### config.mk
export PLATFORM = sky130hd
export DESIGN_NAME = duration_string_to_ms_top_flat
export DESIGN_NICKNAME = d
export VERILOG_FILES = /design/src/sv/dsm_pkg.sv /design/src/sv/dsm_text_if.sv /design/src/sv/dsm_result_if.sv /design/src/sv/duration_string_to_ms_top.sv /design/src/flat_wrapper.sv
export SDC_FILE = /design/constraint.sdc
export NUM_CORES = 1
export LEC_CHECK = 0
export ABC_AREA = 1
export BUFFER_PORTS_ARGS = -buffer_cell sky130_fd_sc_hd__buf_2
export CORE_MARGIN = 5
export CORE_UTILIZATION = 47
export DETAILED_ROUTE_END_ITERATION = 10
export PLACE_DENSITY_LB_ADDON = 0.05
export SYNTH_ARGS = -nofsm -noshare
export SYNTH_HDL_FRONTEND = slang
export SYNTH_SLANG_ARGS = --single-unit
export TNS_END_PERCENT = 1
### constraint.sdc
create_clock -name clk -period 14.8 [get_ports clk]
set_clock_uncertainty 0.15 [all_clocks]
set_input_delay 0.74 -clock clk [delete_from_list [all_inputs] [get_ports clk]]
set_output_delay 0.74 -clock clk [all_outputs]
set_load 0.05 [all_outputs]
### src/sv/dsm_pkg.sv
// dsm_pkg: shared constants and types of the duration text parser
// used by the channel interfaces and duration_string_to_ms_top; no dependencies

package dsm_pkg;

  // accumulator width; totals above its maximum are flagged invalid
  localparam int RESULT_BITS = 32;
  localparam int ACC_W       = RESULT_BITS;
  localparam int MILLIS_W    = 32;
  localparam int CH_W        = 8;
  localparam int COLON_W     = 2;
  localparam int FRAC_W      = 10;
  localparam int FDIG_W      = 2;
  localparam int DIGIT_W     = 4;

  // widths of the exact intermediates: x*10+d, x*60+y, x*1000+f
  localparam int CUR_EXT_W = ACC_W + 4;
  localparam int TOT1_W    = ACC_W + 7;
  localparam int TOT2_W    = ACC_W + 11;

  localparam logic [ACC_W-1:0] ACC_MAX = '1;

  localparam int DEC_BASE    = 10;
  localparam int SEXAGESIMAL = 60;
  localparam int MS_PER_S    = 1000;
  localparam int MS_TENTHS   = 100;
  localparam int MS_HUNDREDS = 10;

  localparam logic [CH_W-1:0] CH_ZERO   = 8'h30;
  localparam logic [CH_W-1:0] CH_NINE   = 8'h39;
  localparam logic [CH_W-1:0] CH_COLON  = 8'h3A;
  localparam logic [CH_W-1:0] CH_POINT  = 8'h2E;
  localparam logic [CH_W-1:0] CH_COMMA  = 8'h2C;

  localparam logic [COLON_W-1:0] COLONS_NONE = 2'd0;
  localparam logic [COLON_W-1:0] COLONS_ONE  = 2'd1;
  localparam logic [COLON_W-1:0] COLONS_MAX  = 2'd2;

  localparam logic [FDIG_W-1:0] FDIG_TENTHS   = 2'd0;
  localparam logic [FDIG_W-1:0] FDIG_HUNDREDS = 2'd1;
  localparam logic [FDIG_W-1:0] FDIG_THOUS    = 2'd2;
  localparam logic [FDIG_W-1:0] FDIG_FULL     = 2'd3;

  typedef enum logic [2:0] {
    PH_INT  = 3'b001,
    PH_FRAC = 3'b010,
    PH_ERR  = 3'b100
  } phase_t;

endpackage

### src/sv/dsm_text_if.sv
// dsm_text_if: character channel into the duration parser
// depends on dsm_pkg

interface dsm_text_if;
  logic                     valid;
  logic                     ready;
  logic [dsm_pkg::CH_W-1:0] ch;
  logic                     last;

  modport source (output valid, output ch, output last, input ready);
  modport sink   (input valid, input ch, input last, output ready);
endinterface

### src/sv/dsm_result_if.sv
// dsm_result_if: result channel out of the duration parser
// depends on dsm_pkg

interface dsm_result_if;
  logic                         valid;
  logic                         ready;
  logic [dsm_pkg::MILLIS_W-1:0] millis;
  logic                         valid_res;

  modport source (output valid, output millis, output valid_res, input ready);
  modport sink   (input valid, input millis, input valid_res, output ready);
endinterface

### src/sv/duration_string_to_ms_top.sv
// Duration text parser: takes a text such as [[h:]m:]s[.fff] one character per word,
// the final character flagged by last, and returns one result word per text holding
// the duration in milliseconds and a valid flag (millis is zero when invalid). A comma
// works as decimal point, fraction digits beyond the third are dropped, every field but
// an hours field must be below 60, and a total above RESULT_BITS bits is invalid.
// One character is taken every cycle while results drain. With the output stalled,
// characters keep being taken until a final character finds both closing stages and the
// output register full; it then waits in the character register. After the character register
// takes the last character, the result passes through both closing stages and the output
// register: the closing fold (fields times 60, then times 1000 plus the fraction) is spread
// over two registered stages ahead of the output register.
// depends on dsm_pkg, dsm_text_if, dsm_result_if

module duration_string_to_ms_top (
  input  logic          clk,
  input  logic          rst,
  dsm_text_if.sink      text,
  dsm_result_if.source  result
);

  // input register
  logic                         v0;
  logic [dsm_pkg::CH_W-1:0]     ch0;
  logic                         last0;

  // parser state
  dsm_pkg::phase_t              phase, ph_next;
  logic [dsm_pkg::COLON_W-1:0]  colons, colons_next;
  logic [dsm_pkg::ACC_W-1:0]    earlier, earlier_next;
  logic [dsm_pkg::ACC_W-1:0]    cur, cur_next;
  logic                         lead_big, lead_big_next;
  logic [dsm_pkg::FRAC_W-1:0]   frac_ms, frac_next;
  logic [dsm_pkg::FDIG_W-1:0]   fdig, fdig_next;
  logic                         ovf, ovf_next;

  // closing stages
  logic                         v2, v3, vo;
  logic [dsm_pkg::ACC_W-1:0]    s2_earlier, s2_cur;
  logic [dsm_pkg::FRAC_W-1:0]   s2_frac, s3_frac;
  logic                         s2_ok, s2_ovf, s3_ok, s3_ovf;
  logic [dsm_pkg::ACC_W-1:0]    s3_t1;
  logic [dsm_pkg::MILLIS_W-1:0] out_millis;
  logic                         out_ok;

  logic                         en_out, ready3, ready2, consume0;
  logic                         is_digit;
  logic [dsm_pkg::DIGIT_W-1:0]  digit;
  logic [dsm_pkg::CUR_EXT_W-1:0] cur_mac;
  logic [dsm_pkg::TOT1_W-1:0]   col_mac, t1_mac;
  logic [dsm_pkg::TOT2_W-1:0]   t2_mac;
  logic                         t1_over, t2_over, ok_pre;
  logic [dsm_pkg::ACC_W-1:0]    t2_sat;

  // elastic handshake through the closing stages
  assign en_out   = !vo || result.ready;
  assign ready3   = !v3 || en_out;
  assign ready2   = !v2 || ready3;
  assign consume0 = v0 && (!last0 || ready2);
  assign text.ready = !v0 || consume0;

  assign is_digit = (ch0 >= dsm_pkg::CH_ZERO) && (ch0 <= dsm_pkg::CH_NINE);
  assign digit    = ch0[dsm_pkg::DIGIT_W-1:0];

  assign cur_mac = {4'b0, cur} * dsm_pkg::CUR_EXT_W'(dsm_pkg::DEC_BASE)
                 + dsm_pkg::CUR_EXT_W'(digit);
  assign col_mac = dsm_pkg::TOT1_W'(earlier) * dsm_pkg::TOT1_W'(dsm_pkg::SEXAGESIMAL)
                 + dsm_pkg::TOT1_W'(cur);

  always_comb begin
    ph_next       = phase;
    colons_next   = colons;
    earlier_next  = earlier;
    cur_next      = cur;
    lead_big_next = lead_big;
    frac_next     = frac_ms;
    fdig_next     = fdig;
    ovf_next      = ovf;
    unique case (phase)
      dsm_pkg::PH_INT: begin
        priority if (is_digit) begin
          if (cur_mac > dsm_pkg::CUR_EXT_W'(dsm_pkg::ACC_MAX)) begin
            ovf_next = 1'b1;
            cur_next = dsm_pkg::ACC_MAX;
          end else begin
            cur_next = cur_mac[dsm_pkg::ACC_W-1:0];
          end
        end else if (ch0 == dsm_pkg::CH_COLON) begin
          if (colons == dsm_pkg::COLONS_MAX) begin
            ph_next = dsm_pkg::PH_ERR;
          end else begin
            if (colons == dsm_pkg::COLONS_NONE) begin
              lead_big_next = cur >= dsm_pkg::ACC_W'(dsm_pkg::SEXAGESIMAL);
            end else if (cur >= dsm_pkg::ACC_W'(dsm_pkg::SEXAGESIMAL)) begin
              ph_next = dsm_pkg::PH_ERR;
            end
            if (col_mac > dsm_pkg::TOT1_W'(dsm_pkg::ACC_MAX)) begin
              ovf_next     = 1'b1;
              earlier_next = dsm_pkg::ACC_MAX;
            end else begin
              earlier_next = col_mac[dsm_pkg::ACC_W-1:0];
            end
            cur_next    = '0;
            colons_next = colons + dsm_pkg::COLONS_ONE;
          end
        end else if (ch0 == dsm_pkg::CH_POINT || ch0 == dsm_pkg::CH_COMMA) begin
          ph_next = dsm_pkg::PH_FRAC;
        end else begin
          ph_next = dsm_pkg::PH_ERR;
        end
      end
      dsm_pkg::PH_FRAC: begin
        if (is_digit) begin
          unique case (fdig)
            dsm_pkg::FDIG_TENTHS:
              frac_next = frac_ms
                        + dsm_pkg::FRAC_W'(digit) * dsm_pkg::FRAC_W'(dsm_pkg::MS_TENTHS);
            dsm_pkg::FDIG_HUNDREDS:
              frac_next = frac_ms
                        + dsm_pkg::FRAC_W'(digit) * dsm_pkg::FRAC_W'(dsm_pkg::MS_HUNDREDS);
            dsm_pkg::FDIG_THOUS:
              frac_next = frac_ms + dsm_pkg::FRAC_W'(digit);
            default: frac_next = frac_ms;
          endcase
          if (fdig != dsm_pkg::FDIG_FULL) begin
            fdig_next = fdig + 2'd1;
          end
        end else begin
          ph_next = dsm_pkg::PH_ERR;
        end
      end
      dsm_pkg::PH_ERR: ;
      default: ph_next = dsm_pkg::PH_ERR;
    endcase
  end

  assign ok_pre = (ph_next != dsm_pkg::PH_ERR)
               && (cur_next < dsm_pkg::ACC_W'(dsm_pkg::SEXAGESIMAL))
               && !(colons_next == dsm_pkg::COLONS_ONE && lead_big_next);

  // input register and parser state
  always_ff @(posedge clk) begin
    if (rst) begin
      v0 <= 1'b0;
    end else if (text.ready) begin
      v0 <= text.valid;
    end
    if (text.ready && text.valid) begin
      ch0   <= text.ch;
      last0 <= text.last;
    end
  end

  always_ff @(posedge clk) begin
    if (rst || (consume0 && last0)) begin
      phase    <= dsm_pkg::PH_INT;
      colons   <= dsm_pkg::COLONS_NONE;
      earlier  <= '0;
      cur      <= '0;
      lead_big <= 1'b0;
      frac_ms  <= '0;
      fdig     <= dsm_pkg::FDIG_TENTHS;
      ovf      <= 1'b0;
    end else if (consume0) begin
      phase    <= ph_next;
      colons   <= colons_next;
      earlier  <= earlier_next;
      cur      <= cur_next;
      lead_big <= lead_big_next;
      frac_ms  <= frac_next;
      fdig     <= fdig_next;
      ovf      <= ovf_next;
    end
  end

  // snapshot of the finished text
  always_ff @(posedge clk) begin
    if (rst) begin
      v2 <= 1'b0;
    end else if (ready2) begin
      v2 <= consume0 && last0;
    end
    if (ready2 && consume0 && last0) begin
      s2_earlier <= earlier_next;
      s2_cur     <= cur_next;
      s2_frac    <= frac_next;
      s2_ok      <= ok_pre;
      s2_ovf     <= ovf_next;
    end
  end

  // fold the last field in: fields * 60 + seconds
  assign t1_mac  = dsm_pkg::TOT1_W'(s2_earlier) * dsm_pkg::TOT1_W'(dsm_pkg::SEXAGESIMAL)
                 + dsm_pkg::TOT1_W'(s2_cur);
  assign t1_over = t1_mac > dsm_pkg::TOT1_W'(dsm_pkg::ACC_MAX);

  always_ff @(posedge clk) begin
    if (rst) begin
      v3 <= 1'b0;
    end else if (ready3) begin
      v3 <= v2;
    end
    if (ready3 && v2) begin
      s3_t1   <= t1_over ? dsm_pkg::ACC_MAX : t1_mac[dsm_pkg::ACC_W-1:0];
      s3_frac <= s2_frac;
      s3_ok   <= s2_ok;
      s3_ovf  <= s2_ovf || t1_over;
    end
  end

  // seconds to milliseconds plus the fraction
  assign t2_mac  = dsm_pkg::TOT2_W'(s3_t1) * dsm_pkg::TOT2_W'(dsm_pkg::MS_PER_S)
                 + dsm_pkg::TOT2_W'(s3_frac);
  assign t2_over = t2_mac > dsm_pkg::TOT2_W'(dsm_pkg::ACC_MAX);
  assign t2_sat  = t2_mac[dsm_pkg::ACC_W-1:0];

  always_ff @(posedge clk) begin
    if (rst) begin
      vo <= 1'b0;
    end else if (en_out) begin
      vo <= v3;
    end
    if (en_out && v3) begin
      out_ok     <= s3_ok && !s3_ovf && !t2_over;
      out_millis <= (s3_ok && !s3_ovf && !t2_over) ? dsm_pkg::MILLIS_W'(t2_sat) : '0;
    end
  end

  assign result.valid     = vo;
  assign result.millis    = out_millis;
  assign result.valid_res = out_ok;

  a_invalid_zero: assert property (@(posedge clk) disable iff (rst)
    result.valid && !result.valid_res |-> result.millis == '0)
    else $error("invalid result carries nonzero millis");

  a_state_cleared: assert property (@(posedge clk) disable iff (rst)
    consume0 && last0 |=> phase == dsm_pkg::PH_INT && colons == dsm_pkg::COLONS_NONE
                          && cur == '0 && earlier == '0 && !ovf)
    else $error("parser state not cleared after final character");

  a_frac_range: assert property (@(posedge clk) disable iff (rst)
    frac_ms < dsm_pkg::FRAC_W'(dsm_pkg::MS_PER_S))
    else $error("fraction accumulator out of range");

  a_s2_hold: assert property (@(posedge clk) disable iff (rst)
    v2 && !ready3 |=> v2 && $stable(s2_cur) && $stable(s2_earlier))
    else $error("closing stage lost a word while blocked");

  a_no_take_when_full: assert property (@(posedge clk) disable iff (rst)
    v0 && last0 && !ready2 |-> !text.ready)
    else $error("character taken while final word cannot advance");

endmodule

### src/flat_wrapper.sv
// flat-port wrapper written by rule: the top's interface ports become plain ports
module duration_string_to_ms_top_flat 
  (clk, rst, text_valid, text_ch, text_last, text_ready, result_valid, result_millis, result_valid_res, result_ready);
  dsm_text_if text_i ();
  dsm_result_if result_i ();
  input  logic clk;
  input  logic rst;
  input wire logic [$bits(text_i.valid)-1:0] text_valid;
  input wire logic [$bits(text_i.ch)-1:0] text_ch;
  input wire logic [$bits(text_i.last)-1:0] text_last;
  output wire logic [$bits(text_i.ready)-1:0] text_ready;
  output wire logic [$bits(result_i.valid)-1:0] result_valid;
  output wire logic [$bits(result_i.millis)-1:0] result_millis;
  output wire logic [$bits(result_i.valid_res)-1:0] result_valid_res;
  input wire logic [$bits(result_i.ready)-1:0] result_ready;
  assign text_i.valid = text_valid;
  assign text_i.ch = text_ch;
  assign text_i.last = text_last;
  assign text_ready = text_i.ready;
  assign result_valid = result_i.valid;
  assign result_millis = result_i.millis;
  assign result_valid_res = result_i.valid_res;
  assign result_i.ready = result_ready;
  duration_string_to_ms_top u_core (.clk(clk), .rst(rst), .text(text_i), .result(result_i));
endmodule
**Word level (Yosys, flattened, before mapping)**

Index checks and enable logic that the tools add are counted.

- Add/subtract/negate cells: 9
- Order comparisons: 8
- Multipliers: 6
- Reduce and logical (&&, ||, !) cells: 32
- Eq/ne operators: 12
- Muxes and demuxes: 36

Operator list:

| kind | count |
|---|---|
| $mux 32 | 10 |
| $add 38x32->39 | 2 |
| $gt 39x32->1 const B | 2 |
| $mul 32x4->36 const B | 2 |
| $add 42x10->43 | 1 |
| $gt 43x32->1 const B | 1 |
| $mul 32x7->39 const B | 1 |
| $add 36x4->36 | 1 |
| $gt 36x32->1 const B | 1 |
| $mul 32x3->35 const B | 1 |
| $ge 32x6->1 const B | 1 |
| $lt 32x6->1 const B | 1 |
| $pmux 10 s3 | 1 |
| $eq 8x6->1 const B | 3 |
| $mux 3 | 7 |
| $mux 10 | 2 |
| $logic_and 1x1->1 | 13 |
| $mux 1 | 11 |
| $add 10x10->10 | 1 |
| $add 10x4->10 | 1 |
| $add 10x8->10 | 1 |
| $pmux 3 s3 | 1 |
| $ge 8x6->1 const B | 1 |
| $le 8x6->1 const B | 1 |
| 15 further kinds | 36 |

- Input port bits: 13
- Logic and storage cells: 128
- Register bits: 249

**Logic depth before layout (Yosys ltp)**

- Depth after elaboration: 10
- Gate-level depth with buffers: 36
- Mapped depth without buffers: 35

**Least setup slack after synthesis**

OpenSTA, ideal clock, no wires.

- Kind: register -> register
- Start point: register u_core.s3_t1[1] (netlist bit)
- End point: register u_core.out_millis (netlist bit u_core.result.millis[13]) (data pin)
- Cell stages (with the launch flop): 28
- Path slack: 8.893 ns
- Data arrival time: 5.498 ns
- Period minus slack after synthesis: 5.907 ns
- Buffers on the path: 1
- Cells stage by stage: edfxtp_1 -> fa_1 -> inv_1 -> fa_1 -> fa_1 -> fa_1 -> inv_1 -> ha_1 -> xor2_1 -> ha_1 -> inv_1 -> nor4_1 -> nand2_1 -> nand3_1 -> nand3_1 -> nor2_2 -> nand2_1 -> nor2_4 -> nand3_1 -> nor3_1 -> nand4_1 -> nor2_1 -> nand4_1 -> nand3_1 -> nor2_1 -> nand2_2 -> buf_8 -> nor2_4

- Longest elaborated chain between the ends: 5

Ends and longest elaborated chain:

| what | RTL line | RTL |
|---|---|---|
| start: declaration | duration_string_to_ms_top.sv:41 | `logic [dsm_pkg::ACC_W-1:0] s3_t1;` |
| start signal: assignment | duration_string_to_ms_top.sv:203 | `s3_t1 <= t1_over ? dsm_pkg::ACC_MAX : t1_mac[dsm_pkg::ACC_W-1:0];` |
| $mul 32x7->39 (*) | duration_string_to_ms_top.sv:211 | `assign t2_mac = dsm_pkg::TOT2_W'(s3_t1) * dsm_pkg::TOT2_W'(dsm_pkg::MS_PER_S)` |
| $add 42x10->43 (*) | duration_string_to_ms_top.sv:212 | `+ dsm_pkg::TOT2_W'(s3_frac);` |
| $gt 43x32->1 | duration_string_to_ms_top.sv:213 | `assign t2_over = t2_mac > dsm_pkg::TOT2_W'(dsm_pkg::ACC_MAX);` |
| $logic_not 1->1 | duration_string_to_ms_top.sv:224 | `out_millis <= (s3_ok && !s3_ovf && !t2_over) ? dsm_pkg::MILLIS_W'(t2_sat) : '0;` |
| $logic_and 1x1->1 | duration_string_to_ms_top.sv:224 |  |
| end signal: assignment | duration_string_to_ms_top.sv:224 |  |
| end: declaration | duration_string_to_ms_top.sv:42 | `logic [dsm_pkg::MILLIS_W-1:0] out_millis;` |

Every way passes the cells marked *; elsewhere a longest branch is shown, timed or not.
A chain may end at the register's enable or synchronous reset.

**Worst setup path in the final report**

- Start point: register u_core.s3_t1[1] (netlist bit)
- End point: register u_core.out_millis (netlist bit u_core.result.millis[1]) (data pin)

- Longest elaborated chain between the ends: 5

Ends and longest elaborated chain:

| what | RTL line |
|---|---|
| $mul 32x7->39 | duration_string_to_ms_top.sv:211 |
| $add 42x10->43 | duration_string_to_ms_top.sv:212 |
| $gt 43x32->1 | duration_string_to_ms_top.sv:213 |
| $logic_not 1->1 | duration_string_to_ms_top.sv:224 |
| $logic_and 1x1->1 | duration_string_to_ms_top.sv:224 |

Every way passes these cells.

==> flow_summary.json <==
{
  "synth_edf_count": 162,
  "whs_ns": 0.220,
  "syn_area_per_cell_sq_um": 7.42,
  "layout.nets": 4954,
  "track_usage": 0.224,
  "syn_nets": 4913,
  "start_util": 0.475,
  "async_flop_share": 0,
  "cts_resized": 0,
  "clk_latency_ns": 0.55,
  "portBuffers": 47,
  "hold_class": "in2reg",
  "cp-end-kind": "register",
  "cp.arrival_ns": 6.83,
  "min_period_ns": 6.70,
  "num_vias": 26845,
  "wl_per_cell_um": 15.6,
  "rsz0062_at_grt": "no",
  "cp_max_fo": 33,
  "drt_iter0_markers": 1428,
  "dieArea_sq_um": 73500,
  "drc": 0,
  "maxClockFrequency_mhz": 149,
  "io_pins": 48,
  "critPathMaxStageDelay_ns": 0.58,
  "leakagePower_nw": 17.0,
  "drt_wl_total_um": 81800,
  "die_h_um": 271,
  "cts_setup_buffers": 0,
  "criticalPathCategory": "reg2reg",
  "reg2reg_depth": 27,
  "drive_gt1_frac": 0.0507,
  "synth-seq-cells": 249,
  "dpl.hpwl_um": 69200,
  "power_mw": 3.41,
  "cts-root-buf": "clkbuf_16",
  "clock-sinks": 249,
  "cp.required_ns": 14.93,
  "fin_crit_sh": 0.453,
  "rows": 95,
  "cp-endpoint": "u_core.result.millis[1]",
  "ys_seq_area_frac": 0.206,
  "synthCells": 4315,
  "numCtsBuffers": 34,
  "reg2reg_slack_ns": 8.10,
  "cp_slowest_cell": "fa_1",
  "cp_num_buf_inv": 4,
  "setup-tns-final_ns": 0,
  "gp_routability_congestion": 0.930,
  "cp_top_family": "adder cells",
  "cts_tree": "yes",
  "grt_overflow": 0,
  "ir_drop_v": 0.0000706,
  "firstDrtPassIters": 5,
  "crit_start": "u_core.s3_t1[1]",
  "yosys_warnings": 0,
  "grt_pass1_vias": 26878,
  "antenna_found_initial": 0,
  "fp.dieW_um": 271,
  "final_max_slew_viol_count": 0,
  "synth-main-ff-cell": "edfxtp_1",
  "reg2reg_from": "u_core.s3_t1[1]",
  "clk_path_buf_depth": 3,
  "grt_start_max_net_pins": 69,
  "cp.depth": 27,
  "tightestPinTransition_ns": 0.926,
  "ant_nets": 0,
  "syn_to_final_growth_pct": 7.30,
  "status": "completed",
  "powerDensity_nw_per_um2": 99.3,
  "worstReg2RegEnd": "u_core.result.millis[1]",
  "cp-start-kind": "register",
  "setup_viol": 0,
  "netlist_area_sq_um": 32000,
  "drv_cap": 0,
  "grt_pass1_wl_um": 137000,
  "via_per_inst": 5.11,
  "holdBufCountCts": 0,
  "relSlewSlack": 0.383,
  "core_area_sq_um": 67400,
  "synthDistinctLibCells": 60,
  "hold_viol": 0,
  "cts.clk_slew.worst_paths_ns": 0.06,
  "cts_htree_levels": 2
}
cell families (layout without fill, tap and decap cells):
group,after synthesis,count (layout),synth area share
AOI/OAI and AO/OA,667,667,0.113
xor gates and xnor gates,193,193,0.0544
adders and majority gates,585,585,0.287
buffers and inverters,873,940,0.104
DFF,249,249,0.206
muxes,1,1,0.000313
other,0,1,0
and+or+nand+nor,1747,1747,0.235
worst reg2reg max path: stages, from the launching register on:
cell	delay (ns)
edfxtp_1	0.53
fa_1	0.58
inv_1	0.06
fa_1	0.52
fa_1	0.44
fa_1	0.51
inv_1	0.04
ha_1	0.37
xor2_1	0.19
ha_1	0.36
inv_1	0.07
nor4_1	0.26
nand2_1	0.08
nand3_1	0.11
nand3_1	0.13
nor2_2	0.14
nand2_1	0.12
nor2_4	0.14
nand3_1	0.12
nor3_1	0.36
nand4_1	0.16
nor2_1	0.12
nand4_1	0.08
nand3_1	0.09
nor2_1	0.05
nand2_2	0.05
buf_4	0.48
nor2_1	0.10
per-layer routing:
| metal | up-vias | GRT usage | routed length (um) |
|---|---|---|---|
| li1 | 13996 | - | - |
| met1 | 12289 | 0.292 | 37200 |
| met2 | 419 | 0.384 | 38200 |
| met3 | 141 | 0.0276 | 3150 |
| met4 | 0 | 0.0817 | 3220 |
| met5 | - | 0 | 0 |
final cells by class:
| type | instances | area [sq um] |
|---|---|---|
| fill | 6837 | 33000 |
| multi-input combinational | 3193 | 22100 |
| sequential | 249 | 6610 |
| inverter | 811 | 3040 |
| tap | 873 | 1090 |
| clock buffer | 47 | 940 |
| timing repair buffer | 67 | 385 |
| clock inverter | 15 | 183 |
| antenna | 1 | 2.50 |
through the flow:
step           instances  setup WS (ns)  cell area [sq um]   util
2_1_floorplan       4315           8.89              32000      -
3_3_place_gp        5193           8.02              33200  0.493
3_5_place_dp        5193           7.99              33200  0.493
4_1_cts             5255           7.96              34400  0.510
5_1_grt             5255           7.45              34400  0.510
6_report            5256           8.10              34400  0.510
sequential cells by signal (all words and copies together) (netlist names), 2 cells and up:
| register | count |
|---|---|
| u_core.s2_frac | 10 |
| u_core.colons | 2 |
| u_core.frac_ms | 10 |
| u_core.earlier | 32 |
| u_core.s3_frac | 10 |
| u_core.ch0 | 8 |
| u_core.fdig | 2 |
| u_core.cur | 32 |
| u_core.s3_t1 | 32 |
| u_core.s2_earlier | 32 |
| u_core.result.millis | 32 |
| u_core.s2_cur | 32 |
| u_core.phase | 3 |
worst min-delay path by stage:
stage	start	slack (ns)	endpoint	depth (start not counted)
after CTS	text_ch[4]	0.18	u_core.ch0[4]	1
after detailed placement	u_core.s2_frac[8]	0.25	u_core.s3_frac[8]	0
after floorplan	u_core.s2_frac[0]	0.25	u_core.s3_frac[0]	0
after global placement	u_core.s2_ok	0.25	u_core.s3_ok	0
final	text_ch[4]	0.22	u_core.ch0[4]	1
after global routing	text_ch[7]	0.20	u_core.ch0[7]	1
power breakdown:
part / switching [mW] / total [mW] / internal (mW)
clock network: 0.334 / 0.836 / 0.502
logic: 1.17 / 1.78 / 0.605
registers: 0.0344 / 0.800 / 0.766
cell usage after synthesis (4+ instances only):
library cell | instances | area, sq um
a21boi_0 | 4 | 30.0
o21ai_0 | 219 | 1100
nand3_2 | 5 | 50.1
o21bai_1 | 14 | 105
inv_1 | 803 | 3010
nand3_1 | 225 | 1130
a21boi_1 | 4 | 30.0
xor2_1 | 109 | 955
nor2_4 | 16 | 180
nor2_1 | 355 | 1330
nand4_1 | 71 | 444
nor4_1 | 14 | 87.6
nand3b_1 | 11 | 82.6
fa_1 | 250 | 5000
o22ai_1 | 5 | 31.3
edfxtp_1 | 162 | 4860
o211ai_1 | 9 | 67.6
o221ai_1 | 5 | 43.8
xor2_2 | 7 | 114
inv_2 | 7 | 26.3
and2_1 | 6 | 37.5
a21oi_1 | 335 | 1680
a31oi_1 | 14 | 87.6
a21o_1 | 11 | 82.6
nand2_1 | 936 | 3510
nand2_2 | 9 | 56.3
nor2_2 | 31 | 194
nor3_1 | 47 | 235
xnor2_1 | 77 | 674
buf_2 | 13 | 65.1
dfxtp_1 | 87 | 1740
a221oi_1 | 9 | 78.8
clkbuf_1 | 41 | 154
ha_1 | 335 | 4190
or2_2 | 13 | 81.3
o21a_1 | 12 | 90.1
o31ai_1 | 9 | 67.6
cells in the final DEF (no fill, tap or decap), types with 20 or more instances in the layout:
| cell | count |
|---|---|
| nand2_1 | 936 |
| inv_1 | 801 |
| nor2_1 | 353 |
| a21oi_1 | 335 |
| ha_1 | 335 |
| fa_1 | 250 |
| nand3_1 | 225 |
| o21ai_0 | 218 |
| edfxtp_1 | 162 |
| xor2_1 | 109 |
| dfxtp_1 | 87 |
| xnor2_1 | 77 |
| nand4_1 | 71 |
| nor3_1 | 47 |
| buf_2 | 47 |
| clkbuf_16 | 34 |
| nor2_2 | 32 |
| buf_4 | 20 |
No activity file was read; power rests on OpenSTA's default activity.
